===== src/obpa_pkg.sv =====
// Types, widths and constants of the OHLC bar period aggregator.
`default_nettype none

package obpa_pkg;

    localparam int YEAR_W   = 12;
    localparam int MONTH_W  = 4;
    localparam int DOM_W    = 5;
    localparam int PRICE_W  = 32;
    localparam int VOL_IN_W = 32;
    localparam int VOL_W    = 48;
    localparam int NUM_W    = 16;
    localparam int MODE_W   = 2;

    localparam int SER_W  = 21;
    localparam int YY_W   = 13;
    localparam int C_W    = 7;
    localparam int X_W    = 13;
    localparam int OFS_W  = 9;
    localparam int WD_W   = 3;
    localparam int MKEY_W = YEAR_W + MONTH_W;

    localparam int OUT_DEPTH = 4;

    localparam logic [MODE_W-1:0] MODE_WEEK  = 2'd1;
    localparam logic [MODE_W-1:0] MODE_MONTH = 2'd2;

    localparam logic [VOL_W-1:0] VOL_MAX = '1;

    typedef struct packed {
        logic [YEAR_W-1:0]   year;
        logic [MONTH_W-1:0]  month;
        logic [DOM_W-1:0]    dom;
        logic [PRICE_W-1:0]  open;
        logic [PRICE_W-1:0]  high;
        logic [PRICE_W-1:0]  low;
        logic [PRICE_W-1:0]  close;
        logic [VOL_IN_W-1:0] volume;
        logic                last;
    } day_t;

    typedef struct packed {
        logic [YEAR_W-1:0]  year;
        logic [MONTH_W-1:0] month;
        logic [DOM_W-1:0]   dom;
        logic [PRICE_W-1:0] open;
        logic [PRICE_W-1:0] high;
        logic [PRICE_W-1:0] low;
        logic [PRICE_W-1:0] close;
        logic [VOL_W-1:0]   volume;
        logic [NUM_W-1:0]   number;
        logic               final_bar;
    } bar_t;

    typedef struct packed {
        day_t              day;
        logic [SER_W-1:0]  wkey;
        logic [MKEY_W-1:0] mkey;
    } keyed_day_t;

    typedef struct packed {
        logic a_valid;
        bar_t a;
        logic b_valid;
        bar_t b;
    } bar_pair_t;

    // Days from March 1 to the first of the month (March-based year).
    function automatic logic [OFS_W-1:0] month_offset(input logic [MONTH_W-1:0] m);
        logic [OFS_W-1:0] ofs;
        unique case (m)
            4'd1:    ofs = 9'd306;
            4'd2:    ofs = 9'd337;
            4'd3:    ofs = 9'd0;
            4'd4:    ofs = 9'd31;
            4'd5:    ofs = 9'd61;
            4'd6:    ofs = 9'd92;
            4'd7:    ofs = 9'd122;
            4'd8:    ofs = 9'd153;
            4'd9:    ofs = 9'd184;
            4'd10:   ofs = 9'd214;
            4'd11:   ofs = 9'd245;
            4'd12:   ofs = 9'd275;
            default: ofs = 9'd0;
        endcase
        return ofs;
    endfunction

endpackage

`default_nettype wire


===== src/obpa_if.sv =====
// Valid/ready channel interfaces for daily input words and bar output words.
`default_nettype none

interface obpa_day_if;
    import obpa_pkg::*;

    logic                valid;
    logic                ready;
    logic [YEAR_W-1:0]   day_year;
    logic [MONTH_W-1:0]  day_month;
    logic [DOM_W-1:0]    day_of_month;
    logic [PRICE_W-1:0]  day_open;
    logic [PRICE_W-1:0]  day_high;
    logic [PRICE_W-1:0]  day_low;
    logic [PRICE_W-1:0]  day_close;
    logic [VOL_IN_W-1:0] day_volume;
    logic                last_day;

    modport source (
        output valid, day_year, day_month, day_of_month, day_open, day_high,
               day_low, day_close, day_volume, last_day,
        input  ready
    );

    modport sink (
        input  valid, day_year, day_month, day_of_month, day_open, day_high,
               day_low, day_close, day_volume, last_day,
        output ready
    );
endinterface

interface obpa_bar_if;
    import obpa_pkg::*;

    logic               valid;
    logic               ready;
    logic [YEAR_W-1:0]  bar_year;
    logic [MONTH_W-1:0] bar_month;
    logic [DOM_W-1:0]   bar_day;
    logic [PRICE_W-1:0] bar_open;
    logic [PRICE_W-1:0] bar_high;
    logic [PRICE_W-1:0] bar_low;
    logic [PRICE_W-1:0] bar_close;
    logic [VOL_W-1:0]   bar_volume;
    logic [NUM_W-1:0]   bar_number;
    logic               final_bar;

    modport source (
        output valid, bar_year, bar_month, bar_day, bar_open, bar_high, bar_low,
               bar_close, bar_volume, bar_number, final_bar,
        input  ready
    );

    modport sink (
        input  valid, bar_year, bar_month, bar_day, bar_open, bar_high, bar_low,
               bar_close, bar_volume, bar_number, final_bar,
        output ready
    );
endinterface

`default_nettype wire


===== src/obpa_key_calc.sv =====
// Input register and three-stage pipeline computing the week and month period keys.
`default_nettype none

module obpa_key_calc (
    input  logic                clk,
    input  logic                rst_n,
    input  logic                en,
    input  logic                in_valid,
    input  obpa_pkg::day_t      in_day,
    output logic                out_valid,
    output obpa_pkg::keyed_day_t out_word
);
    import obpa_pkg::*;

    localparam logic [YY_W-1:0] YEAR_BIAS = 13'd400;
    localparam int C_MUL    = 5243;   // ~2^19/100
    localparam int C_SHIFT  = 19;
    localparam int CP_W     = YY_W + 14;
    localparam int W_MUL    = 9363;   // ~2^16/7
    localparam int W_SHIFT  = 16;
    localparam int WP_W     = X_W + 14;
    localparam int Q_W      = WP_W - W_SHIFT;
    localparam int DAYS_YR  = 365;

    // input register
    logic       r_valid_reg;
    day_t       r_day_reg;

    // stage 1: shifted year, century count, month offset
    logic                 s1_valid_reg;
    day_t                 s1_day_reg;
    logic [YY_W-1:0]      s1_yy_reg;
    logic [C_W-1:0]       s1_c_reg;
    logic [OFS_W-1:0]     s1_ofs_reg;

    // stage 2: serial day and weekday sum
    logic                 s2_valid_reg;
    day_t                 s2_day_reg;
    logic [SER_W-1:0]     s2_ser_reg;
    logic [X_W-1:0]       s2_x_reg;

    // stage 3: keys
    logic                 k_valid_reg;
    keyed_day_t           k_word_reg;

    logic [MONTH_W-1:0]   m_clamp;
    logic                 early_month;
    logic [YY_W-1:0]      yy_next;
    logic [CP_W-1:0]      c_prod;
    logic [SER_W-1:0]     ser_next;
    logic [X_W-1:0]       x_next;
    logic [WP_W-1:0]      w_prod;
    logic [Q_W-1:0]       q_week;
    logic [X_W-1:0]       x_rem;
    logic [WD_W-1:0]      wday;
    keyed_day_t           k_word_next;

    always_comb
    begin
        if (r_day_reg.month == 4'd0)
        begin
            m_clamp = 4'd1;
        end
        else if (r_day_reg.month > 4'd12)
        begin
            m_clamp = 4'd12;
        end
        else
        begin
            m_clamp = r_day_reg.month;
        end
        early_month = (m_clamp <= 4'd2);
        yy_next = YY_W'(r_day_reg.year) + YEAR_BIAS - YY_W'(early_month);
        c_prod  = CP_W'(yy_next) * CP_W'(C_MUL);
    end

    always_comb
    begin
        ser_next = SER_W'(s1_yy_reg) * SER_W'(DAYS_YR)
                 + SER_W'(s1_yy_reg >> 2) - SER_W'(s1_c_reg) + SER_W'(s1_c_reg >> 2)
                 + SER_W'(s1_ofs_reg) + SER_W'(s1_day_reg.dom) - SER_W'(1);
        x_next   = X_W'(s1_yy_reg) + X_W'(s1_yy_reg >> 2) - X_W'(s1_c_reg)
                 + X_W'(s1_c_reg >> 2) + X_W'(s1_ofs_reg) + X_W'(s1_day_reg.dom)
                 + X_W'(1);
    end

    always_comb
    begin
        w_prod = WP_W'(s2_x_reg) * WP_W'(W_MUL);
        q_week = w_prod[W_SHIFT +: Q_W];
        x_rem  = s2_x_reg - X_W'(q_week) * X_W'(7);
        wday   = x_rem[WD_W-1:0];
        k_word_next.day  = s2_day_reg;
        k_word_next.wkey = s2_ser_reg - SER_W'(wday);
        k_word_next.mkey = {s2_day_reg.year, s2_day_reg.month};
    end

    always_ff @(posedge clk or negedge rst_n)
    begin
        if (!rst_n)
        begin
            r_valid_reg  <= 1'b0;
            s1_valid_reg <= 1'b0;
            s2_valid_reg <= 1'b0;
            k_valid_reg  <= 1'b0;
        end
        else if (en)
        begin
            r_valid_reg  <= in_valid;
            s1_valid_reg <= r_valid_reg;
            s2_valid_reg <= s1_valid_reg;
            k_valid_reg  <= s2_valid_reg;
        end
    end

    always_ff @(posedge clk)
    begin
        if (en)
        begin
            r_day_reg  <= in_day;
            s1_day_reg <= r_day_reg;
            s1_yy_reg  <= yy_next;
            s1_c_reg   <= c_prod[C_SHIFT +: C_W];
            s1_ofs_reg <= month_offset(m_clamp);
            s2_day_reg <= s1_day_reg;
            s2_ser_reg <= ser_next;
            s2_x_reg   <= x_next;
            k_word_reg <= k_word_next;
        end
    end

    assign out_valid = k_valid_reg;
    assign out_word  = k_word_reg;

endmodule

`default_nettype wire


===== src/obpa_merge.sv =====
// Pending bar state: period compare, OHLCV merge and result generation.
`default_nettype none

module obpa_merge (
    input  logic                        clk,
    input  logic                        rst_n,
    input  logic                        take,
    input  obpa_pkg::keyed_day_t        in_word,
    input  logic [obpa_pkg::MODE_W-1:0] period_mode,
    output obpa_pkg::bar_pair_t         push
);
    import obpa_pkg::*;

    logic                pend_valid_reg;
    logic [NUM_W-1:0]    count_reg;
    logic [YEAR_W-1:0]   pend_year_reg;
    logic [MONTH_W-1:0]  pend_month_reg;
    logic [DOM_W-1:0]    pend_dom_reg;
    logic [PRICE_W-1:0]  pend_open_reg;
    logic [PRICE_W-1:0]  pend_high_reg;
    logic [PRICE_W-1:0]  pend_low_reg;
    logic [PRICE_W-1:0]  pend_close_reg;
    logic [VOL_W-1:0]    pend_vol_reg;
    logic [SER_W-1:0]    pend_wkey_reg;
    logic [MKEY_W-1:0]   pend_mkey_reg;

    day_t                day;
    logic                key_diff;
    logic                close_first;
    logic                extend;
    logic [NUM_W-1:0]    cnt_after;
    logic [VOL_W:0]      vol_sum;
    logic [PRICE_W-1:0]  open_next;
    logic [PRICE_W-1:0]  high_next;
    logic [PRICE_W-1:0]  low_next;
    logic [VOL_W-1:0]    vol_next;

    always_comb
    begin
        day = in_word.day;
        if (period_mode == MODE_MONTH)
        begin
            key_diff = (pend_mkey_reg != in_word.mkey);
        end
        else
        begin
            key_diff = (pend_wkey_reg != in_word.wkey);
        end
        close_first = pend_valid_reg && key_diff;
        extend      = pend_valid_reg && !key_diff;
        cnt_after   = close_first ? count_reg + NUM_W'(1) : count_reg;

        vol_sum   = {1'b0, pend_vol_reg} + (VOL_W + 1)'(day.volume);
        open_next = extend ? pend_open_reg : day.open;
        high_next = (extend && !(day.high > pend_high_reg)) ? pend_high_reg : day.high;
        low_next  = (extend && !(day.low < pend_low_reg)) ? pend_low_reg : day.low;
        if (extend)
        begin
            vol_next = vol_sum[VOL_W] ? VOL_MAX : vol_sum[VOL_W-1:0];
        end
        else
        begin
            vol_next = VOL_W'(day.volume);
        end

        push.a_valid     = take && close_first;
        push.a.year      = pend_year_reg;
        push.a.month     = pend_month_reg;
        push.a.dom       = pend_dom_reg;
        push.a.open      = pend_open_reg;
        push.a.high      = pend_high_reg;
        push.a.low       = pend_low_reg;
        push.a.close     = pend_close_reg;
        push.a.volume    = pend_vol_reg;
        push.a.number    = count_reg;
        push.a.final_bar = !day.last;

        push.b_valid     = take && day.last;
        push.b.year      = day.year;
        push.b.month     = day.month;
        push.b.dom       = day.dom;
        push.b.open      = open_next;
        push.b.high      = high_next;
        push.b.low       = low_next;
        push.b.close     = day.close;
        push.b.volume    = vol_next;
        push.b.number    = cnt_after;
        push.b.final_bar = 1'b1;
    end

    always_ff @(posedge clk or negedge rst_n)
    begin
        if (!rst_n)
        begin
            pend_valid_reg <= 1'b0;
            count_reg      <= '0;
        end
        else if (take)
        begin
            pend_valid_reg <= !day.last;
            count_reg      <= day.last ? '0 : cnt_after;
        end
    end

    always_ff @(posedge clk)
    begin
        if (take)
        begin
            pend_year_reg  <= day.year;
            pend_month_reg <= day.month;
            pend_dom_reg   <= day.dom;
            pend_open_reg  <= open_next;
            pend_high_reg  <= high_next;
            pend_low_reg   <= low_next;
            pend_close_reg <= day.close;
            pend_vol_reg   <= vol_next;
            pend_wkey_reg  <= in_word.wkey;
            pend_mkey_reg  <= in_word.mkey;
        end
    end

endmodule

`default_nettype wire


===== src/obpa_out_fifo.sv =====
// Output queue taking up to two bar words per cycle and delivering one per cycle while out_ready is high.
`default_nettype none

module obpa_out_fifo #(
    parameter int DEPTH = obpa_pkg::OUT_DEPTH
) (
    input  logic                clk,
    input  logic                rst_n,
    input  obpa_pkg::bar_pair_t push,
    output logic                room2,
    output logic                out_valid,
    input  logic                out_ready,
    output obpa_pkg::bar_t      out_bar
);
    import obpa_pkg::*;

    localparam int PTR_W = (DEPTH > 1) ? $clog2(DEPTH) : 1;
    localparam int CNT_W = $clog2(DEPTH + 1);

    bar_t             mem_reg [DEPTH];
    logic [PTR_W-1:0] head_reg;
    logic [PTR_W-1:0] tail_reg;
    logic [CNT_W-1:0] count_reg;

    logic [PTR_W-1:0] b_idx;
    logic [PTR_W-1:0] tail_next;
    logic [CNT_W-1:0] count_next;
    logic             pop;

    function automatic logic [PTR_W-1:0] next_ptr(input logic [PTR_W-1:0] p);
        return (p == PTR_W'(DEPTH - 1)) ? '0 : p + PTR_W'(1);
    endfunction

    always_comb
    begin
        pop   = out_valid && out_ready;
        b_idx = push.a_valid ? next_ptr(tail_reg) : tail_reg;
        if (push.a_valid && push.b_valid)
        begin
            tail_next = next_ptr(next_ptr(tail_reg));
        end
        else if (push.a_valid || push.b_valid)
        begin
            tail_next = next_ptr(tail_reg);
        end
        else
        begin
            tail_next = tail_reg;
        end
        count_next = count_reg + CNT_W'(push.a_valid) + CNT_W'(push.b_valid)
                   - CNT_W'(pop);
    end

    always_ff @(posedge clk or negedge rst_n)
    begin
        if (!rst_n)
        begin
            head_reg  <= '0;
            tail_reg  <= '0;
            count_reg <= '0;
        end
        else
        begin
            if (pop)
            begin
                head_reg <= next_ptr(head_reg);
            end
            tail_reg  <= tail_next;
            count_reg <= count_next;
        end
    end

    always_ff @(posedge clk)
    begin
        if (push.a_valid)
        begin
            mem_reg[tail_reg] <= push.a;
        end
        if (push.b_valid)
        begin
            mem_reg[b_idx] <= push.b;
        end
    end

    assign room2     = (count_reg <= CNT_W'(DEPTH - 2));
    assign out_valid = (count_reg != '0);
    assign out_bar   = mem_reg[head_reg];

endmodule

`default_nettype wire


===== src/ohlc_bar_period_aggregator.sv =====
// A daily word passes the input register and key stages 1 to 3, then the merge pushes its bars to the queue.
// One daily word per cycle while the pipeline does not stall; the queue takes the up to two bars
// of a word at once and drains one bar per cycle, so words producing two bars are held back by the drain.
// The pipeline stalls while a keyed word waits and the queue has fewer than two free entries.
// Reset (rst_n low, asynchronous): no pending bar, bar number 0, queue empty,
// period_mode set to ISO week grouping.
`default_nettype none

module ohlc_bar_period_aggregator #(
    parameter int OUT_DEPTH = obpa_pkg::OUT_DEPTH
) (
    input  logic                        clk,
    input  logic                        rst_n,
    input  logic                        period_mode_we,
    input  logic [obpa_pkg::MODE_W-1:0] period_mode_wdata,
    obpa_day_if.sink                    day_in,
    obpa_bar_if.source                  bar_out
);
    import obpa_pkg::*;

    logic [MODE_W-1:0] mode_reg;

    day_t       in_day;
    logic       key_valid;
    keyed_day_t key_word;
    logic       room2;
    logic       en;
    logic       take;
    bar_pair_t  push;
    bar_t       head_bar;

    always_ff @(posedge clk or negedge rst_n)
    begin
        if (!rst_n)
        begin
            mode_reg <= MODE_WEEK;
        end
        else if (period_mode_we)
        begin
            mode_reg <= period_mode_wdata;
        end
    end

    assign en   = !key_valid || room2;
    assign take = key_valid && room2;

    assign day_in.ready = en;

    assign in_day.year   = day_in.day_year;
    assign in_day.month  = day_in.day_month;
    assign in_day.dom    = day_in.day_of_month;
    assign in_day.open   = day_in.day_open;
    assign in_day.high   = day_in.day_high;
    assign in_day.low    = day_in.day_low;
    assign in_day.close  = day_in.day_close;
    assign in_day.volume = day_in.day_volume;
    assign in_day.last   = day_in.last_day;

    obpa_key_calc u_key_calc (
        .clk       (clk),
        .rst_n     (rst_n),
        .en        (en),
        .in_valid  (day_in.valid),
        .in_day    (in_day),
        .out_valid (key_valid),
        .out_word  (key_word)
    );

    obpa_merge u_merge (
        .clk         (clk),
        .rst_n       (rst_n),
        .take        (take),
        .in_word     (key_word),
        .period_mode (mode_reg),
        .push        (push)
    );

    obpa_out_fifo #(
        .DEPTH (OUT_DEPTH)
    ) u_out_fifo (
        .clk       (clk),
        .rst_n     (rst_n),
        .push      (push),
        .room2     (room2),
        .out_valid (bar_out.valid),
        .out_ready (bar_out.ready),
        .out_bar   (head_bar)
    );

    assign bar_out.bar_year   = head_bar.year;
    assign bar_out.bar_month  = head_bar.month;
    assign bar_out.bar_day    = head_bar.dom;
    assign bar_out.bar_open   = head_bar.open;
    assign bar_out.bar_high   = head_bar.high;
    assign bar_out.bar_low    = head_bar.low;
    assign bar_out.bar_close  = head_bar.close;
    assign bar_out.bar_volume = head_bar.volume;
    assign bar_out.bar_number = head_bar.number;
    assign bar_out.final_bar  = head_bar.final_bar;

endmodule

`default_nettype wire


===== src/flat_wrapper.sv =====
// flat-port wrapper written by rule: the top's interface ports become plain ports
module ohlc_bar_period_aggregator_flat import obpa_pkg::*;
#(
    parameter int OUT_DEPTH = obpa_pkg::OUT_DEPTH
)
  (clk, rst_n, period_mode_we, period_mode_wdata, day_in_valid, day_in_day_year, day_in_day_month, day_in_day_of_month, day_in_day_open, day_in_day_high, day_in_day_low, day_in_day_close, day_in_day_volume, day_in_last_day, day_in_ready, bar_out_valid, bar_out_bar_year, bar_out_bar_month, bar_out_bar_day, bar_out_bar_open, bar_out_bar_high, bar_out_bar_low, bar_out_bar_close, bar_out_bar_volume, bar_out_bar_number, bar_out_final_bar, bar_out_ready);
  obpa_day_if day_in_i ();
  obpa_bar_if bar_out_i ();
  input  logic clk;
  input  logic rst_n;
  input  logic period_mode_we;
  input  logic [obpa_pkg::MODE_W-1:0] period_mode_wdata;
  input wire logic [$bits(day_in_i.valid)-1:0] day_in_valid;
  input wire logic [$bits(day_in_i.day_year)-1:0] day_in_day_year;
  input wire logic [$bits(day_in_i.day_month)-1:0] day_in_day_month;
  input wire logic [$bits(day_in_i.day_of_month)-1:0] day_in_day_of_month;
  input wire logic [$bits(day_in_i.day_open)-1:0] day_in_day_open;
  input wire logic [$bits(day_in_i.day_high)-1:0] day_in_day_high;
  input wire logic [$bits(day_in_i.day_low)-1:0] day_in_day_low;
  input wire logic [$bits(day_in_i.day_close)-1:0] day_in_day_close;
  input wire logic [$bits(day_in_i.day_volume)-1:0] day_in_day_volume;
  input wire logic [$bits(day_in_i.last_day)-1:0] day_in_last_day;
  output wire logic [$bits(day_in_i.ready)-1:0] day_in_ready;
  output wire logic [$bits(bar_out_i.valid)-1:0] bar_out_valid;
  output wire logic [$bits(bar_out_i.bar_year)-1:0] bar_out_bar_year;
  output wire logic [$bits(bar_out_i.bar_month)-1:0] bar_out_bar_month;
  output wire logic [$bits(bar_out_i.bar_day)-1:0] bar_out_bar_day;
  output wire logic [$bits(bar_out_i.bar_open)-1:0] bar_out_bar_open;
  output wire logic [$bits(bar_out_i.bar_high)-1:0] bar_out_bar_high;
  output wire logic [$bits(bar_out_i.bar_low)-1:0] bar_out_bar_low;
  output wire logic [$bits(bar_out_i.bar_close)-1:0] bar_out_bar_close;
  output wire logic [$bits(bar_out_i.bar_volume)-1:0] bar_out_bar_volume;
  output wire logic [$bits(bar_out_i.bar_number)-1:0] bar_out_bar_number;
  output wire logic [$bits(bar_out_i.final_bar)-1:0] bar_out_final_bar;
  input wire logic [$bits(bar_out_i.ready)-1:0] bar_out_ready;
  assign day_in_i.valid = day_in_valid;
  assign day_in_i.day_year = day_in_day_year;
  assign day_in_i.day_month = day_in_day_month;
  assign day_in_i.day_of_month = day_in_day_of_month;
  assign day_in_i.day_open = day_in_day_open;
  assign day_in_i.day_high = day_in_day_high;
  assign day_in_i.day_low = day_in_day_low;
  assign day_in_i.day_close = day_in_day_close;
  assign day_in_i.day_volume = day_in_day_volume;
  assign day_in_i.last_day = day_in_last_day;
  assign day_in_ready = day_in_i.ready;
  assign bar_out_valid = bar_out_i.valid;
  assign bar_out_bar_year = bar_out_i.bar_year;
  assign bar_out_bar_month = bar_out_i.bar_month;
  assign bar_out_bar_day = bar_out_i.bar_day;
  assign bar_out_bar_open = bar_out_i.bar_open;
  assign bar_out_bar_high = bar_out_i.bar_high;
  assign bar_out_bar_low = bar_out_i.bar_low;
  assign bar_out_bar_close = bar_out_i.bar_close;
  assign bar_out_bar_volume = bar_out_i.bar_volume;
  assign bar_out_bar_number = bar_out_i.bar_number;
  assign bar_out_final_bar = bar_out_i.final_bar;
  assign bar_out_i.ready = bar_out_ready;
  ohlc_bar_period_aggregator #(.OUT_DEPTH(OUT_DEPTH)) u_core (.clk(clk), .rst_n(rst_n), .period_mode_we(period_mode_we), .period_mode_wdata(period_mode_wdata), .day_in(day_in_i), .bar_out(bar_out_i));
endmodule

===== config.mk =====
export PLATFORM = sky130hd
export DESIGN_NAME = ohlc_bar_period_aggregator_flat
export DESIGN_NICKNAME = d
export VERILOG_FILES = /design/src/obpa_pkg.sv /design/src/obpa_if.sv /design/src/obpa_key_calc.sv /design/src/obpa_merge.sv /design/src/obpa_out_fifo.sv /design/src/ohlc_bar_period_aggregator.sv /design/src/flat_wrapper.sv
export SDC_FILE = /design/constraint.sdc
export NUM_CORES = 2
export LEC_CHECK = 0
export BUFFER_PORTS_ARGS = -buffer_cell sky130_fd_sc_hd__buf_4
export CAP_MARGIN = 20
export CELL_PAD_IN_SITES_DETAIL_PLACEMENT = 0
export CELL_PAD_IN_SITES_GLOBAL_PLACEMENT = 1
export CORE_MARGIN = 4
export CORE_UTILIZATION = 33
export DETAILED_ROUTE_END_ITERATION = 8
export GPL_ROUTABILITY_DRIVEN = 1
export PLACE_DENSITY_LB_ADDON = 0.08
export REMOVE_ABC_BUFFERS = 1
export SLEW_MARGIN = 5
export SYNTH_ARGS = -nofsm -noshare
export SYNTH_HDL_FRONTEND = slang
export SYNTH_SLANG_ARGS = --single-unit

===== constraint.sdc =====
create_clock -name clk -period 28.1 [get_ports clk]
set_input_delay 5.62 -clock clk [delete_from_list [all_inputs] [get_ports clk]]
set_output_delay 5.62 -clock clk [all_outputs]
set_load 0.01 [all_outputs]

Yosys cells after proc, flatten, opt, wreduce, memory -nomap -nowiden --
Memory sizes are Yosys's and may differ from the RTL's. A register that Yosys moved wholly into a read port is not among the register bits. Cells that the tools add are included.
Operators by class: add/sub/neg operators 24, multiply operators 4, order comparisons 5, equality and inequality tests 6, muxes and demuxes 20, reduce and logical (&&, ||, !) cells 19
Operator list (number):
- 32-bit 2-to-1 mux | 3
- 48-bit 2-to-1 mux | 2
- 48-bit by 32-bit adder with 49-bit output | 1
- 21-bit by 5-bit adder with 21-bit output | 2
- 32-bit greater-than comparator | 1
- 32-bit < comparator | 1
- 16-bit 2-to-1 mux | 2
- 13-bit by 14-bit multiplier with 27-bit output (second input constant) | 1
- 13-bit by 5-bit adder with 13-bit output | 2
- 13-bit by 13-bit multiplier with 26-bit output (second input constant) | 1
- 21-bit by 11-bit adder with 21-bit output | 1
- 21-bit by 9-bit adder with 21-bit output | 1
- 13-bit by 9-bit multiplier with 21-bit output (second input constant) | 1
- 21-bit inequality test | 1
- 21-bit by 1-bit subtractor with 21-bit output (second input constant) | 1
- 21-bit by 3-bit subtractor with 21-bit output | 1
- 21-bit by 7-bit subtractor with 21-bit output | 1
- 16-bit by 1-bit adder with 16-bit output (second input constant) | 1
- 16-bit inequality test | 1
- 12-bit by 9-bit adder with 13-bit output (second input constant) | 1
- 13-bit by 1-bit adder with 13-bit output (second input constant) | 1
- 13-bit by 11-bit adder with 13-bit output | 1
- 13-bit by 9-bit adder with 13-bit output | 1
- 13-bit by 1-bit subtractor with 13-bit output | 1
- 19 further kinds | 48
Storage, ports and cells: register bits 1083, bits in writable memories 856, memory bits (read-only) 144, input port bits 189, memories kept 2
Memory list:
- u_core.u_out_fifo.mem_reg | depth 4, bits a word 214, read ports 1, clocked after memory_dff 0, wr ports 2, RTL line obpa_out_fifo.sv:20 | bar_t mem_reg [DEPTH];
- (no name shown) | depth 16, bits a word 9, read ports 1, clocked after memory_dff 1, wr ports 0, RTL line obpa_pkg.sv:71 | unique case (m)

Longest topological paths before layout --
word-level depth 7, depth in mapped cells 39, mapped depth without buffers 38

By module --
Synthesis repeated with hierarchy kept, for this count alone.
Second synthesis, totals: cell total of the unflattened synthesis 5441, area total of the unflattened synthesis 92680.1 um2
By module, submodules not included:
- obpa_out_fifo | instances 1, cells each 2124, area each 42209.2 um2
- obpa_key_calc | instances 1, cells each 2043, area each 35950.7 um2
- obpa_merge | instances 1, cells each 1268, area each 14433.8 um2
- ohlc_bar_period_aggregator | instances 1, cells each 6, area each 86.3 um2

Worst setup path after synthesis --
Ideal clock, no wire load.
kind flip-flop to output port, from register u_core.u_out_fifo.count_reg[0], to output day_in_ready, data arrival time 16461 ps, data required time 22480 ps, setup slack 6019 ps, cell stages (with the launch flop) 4, path buffers 0, cell sequence dfrtp_1 nor3b_1 nor3b_1 inv_1
Between the ends: cells in the longest elaborated chain, start to end 2
RTL lines:
- from (decl) | RTL line obpa_out_fifo.sv:23 | logic [CNT_W-1:0] count_reg;
- from (signal assigned) | RTL line obpa_out_fifo.sv:69 | count_reg <= count_next;
- 3-bit by 2-bit <= comparator with 1-bit output | RTL line obpa_out_fifo.sv:85 | assign room2 = (count_reg <= CNT_W'(DEPTH - 2));
- 1-bit logical OR | RTL line ohlc_bar_period_aggregator.sv:44 | assign en = !key_valid || room2;
- to (decl) | RTL line flat_wrapper.sv:23 | output wire logic [$bits(day_in_i.ready)-1:0] day_in_ready;
No other way between the ends.

Worst setup path after layout --
from register u_core.u_out_fifo.head_reg[0], to output bar_out_bar_high[2]
Between the ends: cells in the longest elaborated chain, start to end 1
RTL lines:
- from (decl) | RTL line obpa_out_fifo.sv:21 | logic [PTR_W-1:0] head_reg;
- from (signal assigned) | RTL line obpa_out_fifo.sv:66 | head_reg <= next_ptr(head_reg);
- memory 4 x 214 bit
- to (decl) | RTL line flat_wrapper.sv:29 | output wire logic [$bits(bar_out_i.bar_high)-1:0] bar_out_bar_high;
No other way between the ends.

==> metrics <==
status complete, no violations; Worst path slowest cell dfrtp_4; distinct cell type count after synthesis 87; final setup TNS 0 ps; number of global-route vias before repair around 54000; clock buffer depth 4; hpwl dp 172000 um; CTS Buf Count between 200 and 250; Yosys top cell area share 0.626; GRT Overall Usage 0.188; Post-Route Utilization 0.386; Crit Path Class reg2out; DRC 0; worst-case reg-to-reg path depth 35; Max FO, Critical Path 45; Layout area overhead 16.1%; Final setup viols 0; IO Count 405; Worst-Margin Slew 1150 ps; first-pass GRT wire length 388000 um; Fmax achieved between 90 and 100 MHz; total global routing overflow 0; CP dominant cell by count buf_4; RSZ-0062 raised after global routing no; PostCTS Resize Cnt 0; Mean Syn Cell Area between 10 and 15 um^2; clk sink count 1916; Worst setup EP type primary output; Clock transition at path regs about 60 ps; number of flip-flops under the largest register name 856; crit-path cells buf_4, buf_4, mux4_2, buf_4; Yosys top cell by area edfxtp_1; most used flip-flop cell after synthesis edfxtp_1; Tmin final ~10000 ps; WL per Instance 26.3 um; hold path cells 0; ANT nets after route 0; YS warnings 0; Worst path max stage delay 960 ps; Multi-input gate area around 0.03 mm^2; Critical Path AT 4440 ps; H-tree lvl count 4; DRT Pass-1 Iters 6; worst skew pair latency between 800 and 900 ps; share of cells above drive strength 1 0.173; crit share post-route 0.358; Synth Register Bits 1916; WP data required around 22000 ps; Filler cells 25429; largest net degree at the start of global routing 152; ranking of synthesized cells by area edfxtp_1 (63%), ha_1 (5.5%), mux4_2 (5.3%); Slew Limit Fails 0; Hold Crit Class reg2reg; post-cts hold buffer count 0; CTS tree done; initial drt markers 4829; core area 0.271 mm^2; Final Hold Viols 0; number of setup buffers added after CTS 0; Synth Instances 6095; num rows 191; number of synthesized flops with an enable pin around 1900; die width roughly 530 um; fraction of registers with async set/reset 0.0157; Max-Cap Viols 0; Synth Cell Area 0.0902 mm^2; DR vias around 53000; relative slew slack 0.230; die area 0.282 mm^2; number of port buffers 404; initial antenna violation count 23; routed vias/inst 5.17; Final Skew about 57 ps; total routed wirelength 270000 um; Register Area 0.0574 mm^2; sequential fraction of the synthesis area 0.636; fin nets 7277; Final GP Congestion 0.819; die height 531 um; initial core utilization 0.332; CTS root buffer clkbuf_16; type of origin of the critical path register
[critical path, delay by kind of cell (launching register included)]
kind                   cells  cell delay [ps]
DFF                        1              960
muxes                      1              660
buffers and inverters      3             1840
[area by class of cell]
class,count,area share
tap,3570,0.0426
clock buffer,266,0.0556
inverter,525,0.0190
antenna,7,0.000167
multi-input combinational,3335,0.283
timing repair buffer,496,0.0359
clock inverter,142,0.0158
sequential,1916,0.548
[synth_stat cells (all sizes together), types with 99 or more instances]
cell type,count
ha,397
fa,195
nor2,121
clkbuf,166
edfxtp,1882
o21ai,467
nand3,148
mux4,214
inv,523
a21oi,168
buf,153
nand2,463
a22o,460
xnor2,99
[layer usage]
metal | track usage | routed length (um) | vias to the layer above
met5 | 0 | 12 | -
met3 | 0.0310 | 15400 | 343
met4 | 0.0506 | 7120 | 2
met2 | 0.299 | 125000 | 1594
met1 | 0.267 | 123000 | 27134
li1 | - | - | 23965
[stage by stage]
stage / instances / hold slack [ps] / setup slack [ps] / area, um^2
2_1_floorplan: 5776 / 400 / 6020 / 88800
3_3_place_gp: 9841 / 401 / 18700 / 97200
3_5_place_dp: 9842 / 405 / 18690 / 97200
4_1_cts: 10250 / 382 / 17720 / 105000
5_1_grt: 10256 / 396 / 17590 / 105000
6_report: 10257 / 380 / 18040 / 105000
[logic make-up (layout without fill, tap and decap cells)]
| kind of cell | count (synthesis) | count (layout) | synth area share |
|---|---|---|---|
| fa+ha+maj | 592 | 592 | 0.0983 |
| other cells | 0 | 7 | 0 |
| buf+inv | 844 | 1429 | 0.0374 |
| compound gates | 1349 | 1349 | 0.103 |
| mux | 295 | 295 | 0.0632 |
| simple gates | 942 | 942 | 0.0475 |
| flops | 1916 | 1916 | 0.636 |
| xor+xnor | 157 | 157 | 0.0152 |
[cell usage in the layout, fill, tap and decap left out, types with 15 or more instances in the layout]
master	instances
ha_1	397
a21o_1	52
buf_4	493
o21a_1	16
mux2i_1	37
clkinv_2	38
nor3_1	56
fa_1	195
o22ai_1	16
clkbuf_16	225
clkinv_1	44
edfxtp_1	1882
clkbuf_1	37
nor2b_1	15
xnor2_1	99
o21ai_1	39
bufinv_16	33
a21oi_1	163
mux2_2	38
mux4_2	214
a22o_1	460
dfrtp_1	27
o31ai_1	48
xor2_1	58
inv_1	519
nor2_1	114
nand3_1	147
and3_1	37
o21ai_0	420
nand2_1	455
nand4_1	24
[worst paths after layout]
check | from | to | slack (ps)
min in group asynchronous | rst_n | u_core.u_merge.count_reg[11] | 4740
max in group asynchronous | rst_n | u_core.u_out_fifo.head_reg[0] | 22870
setup reg to reg | u_core.u_key_calc.r_day_reg[169] | u_core.u_key_calc.s1_c_reg[6] | 18850
hold / removal | u_core.u_key_calc.s1_day_reg[153] | u_core.u_key_calc.k_word_next[190] | 380
hold reg to reg | u_core.u_key_calc.s1_day_reg[153] | u_core.u_key_calc.k_word_next[190] | 380
setup / recovery | u_core.u_out_fifo.head_reg[0] | bar_out_bar_high[2] | 18040
Power is not shown: default switching activity piles up to over one toggle a cycle in this logic, so the estimate is an artifact.
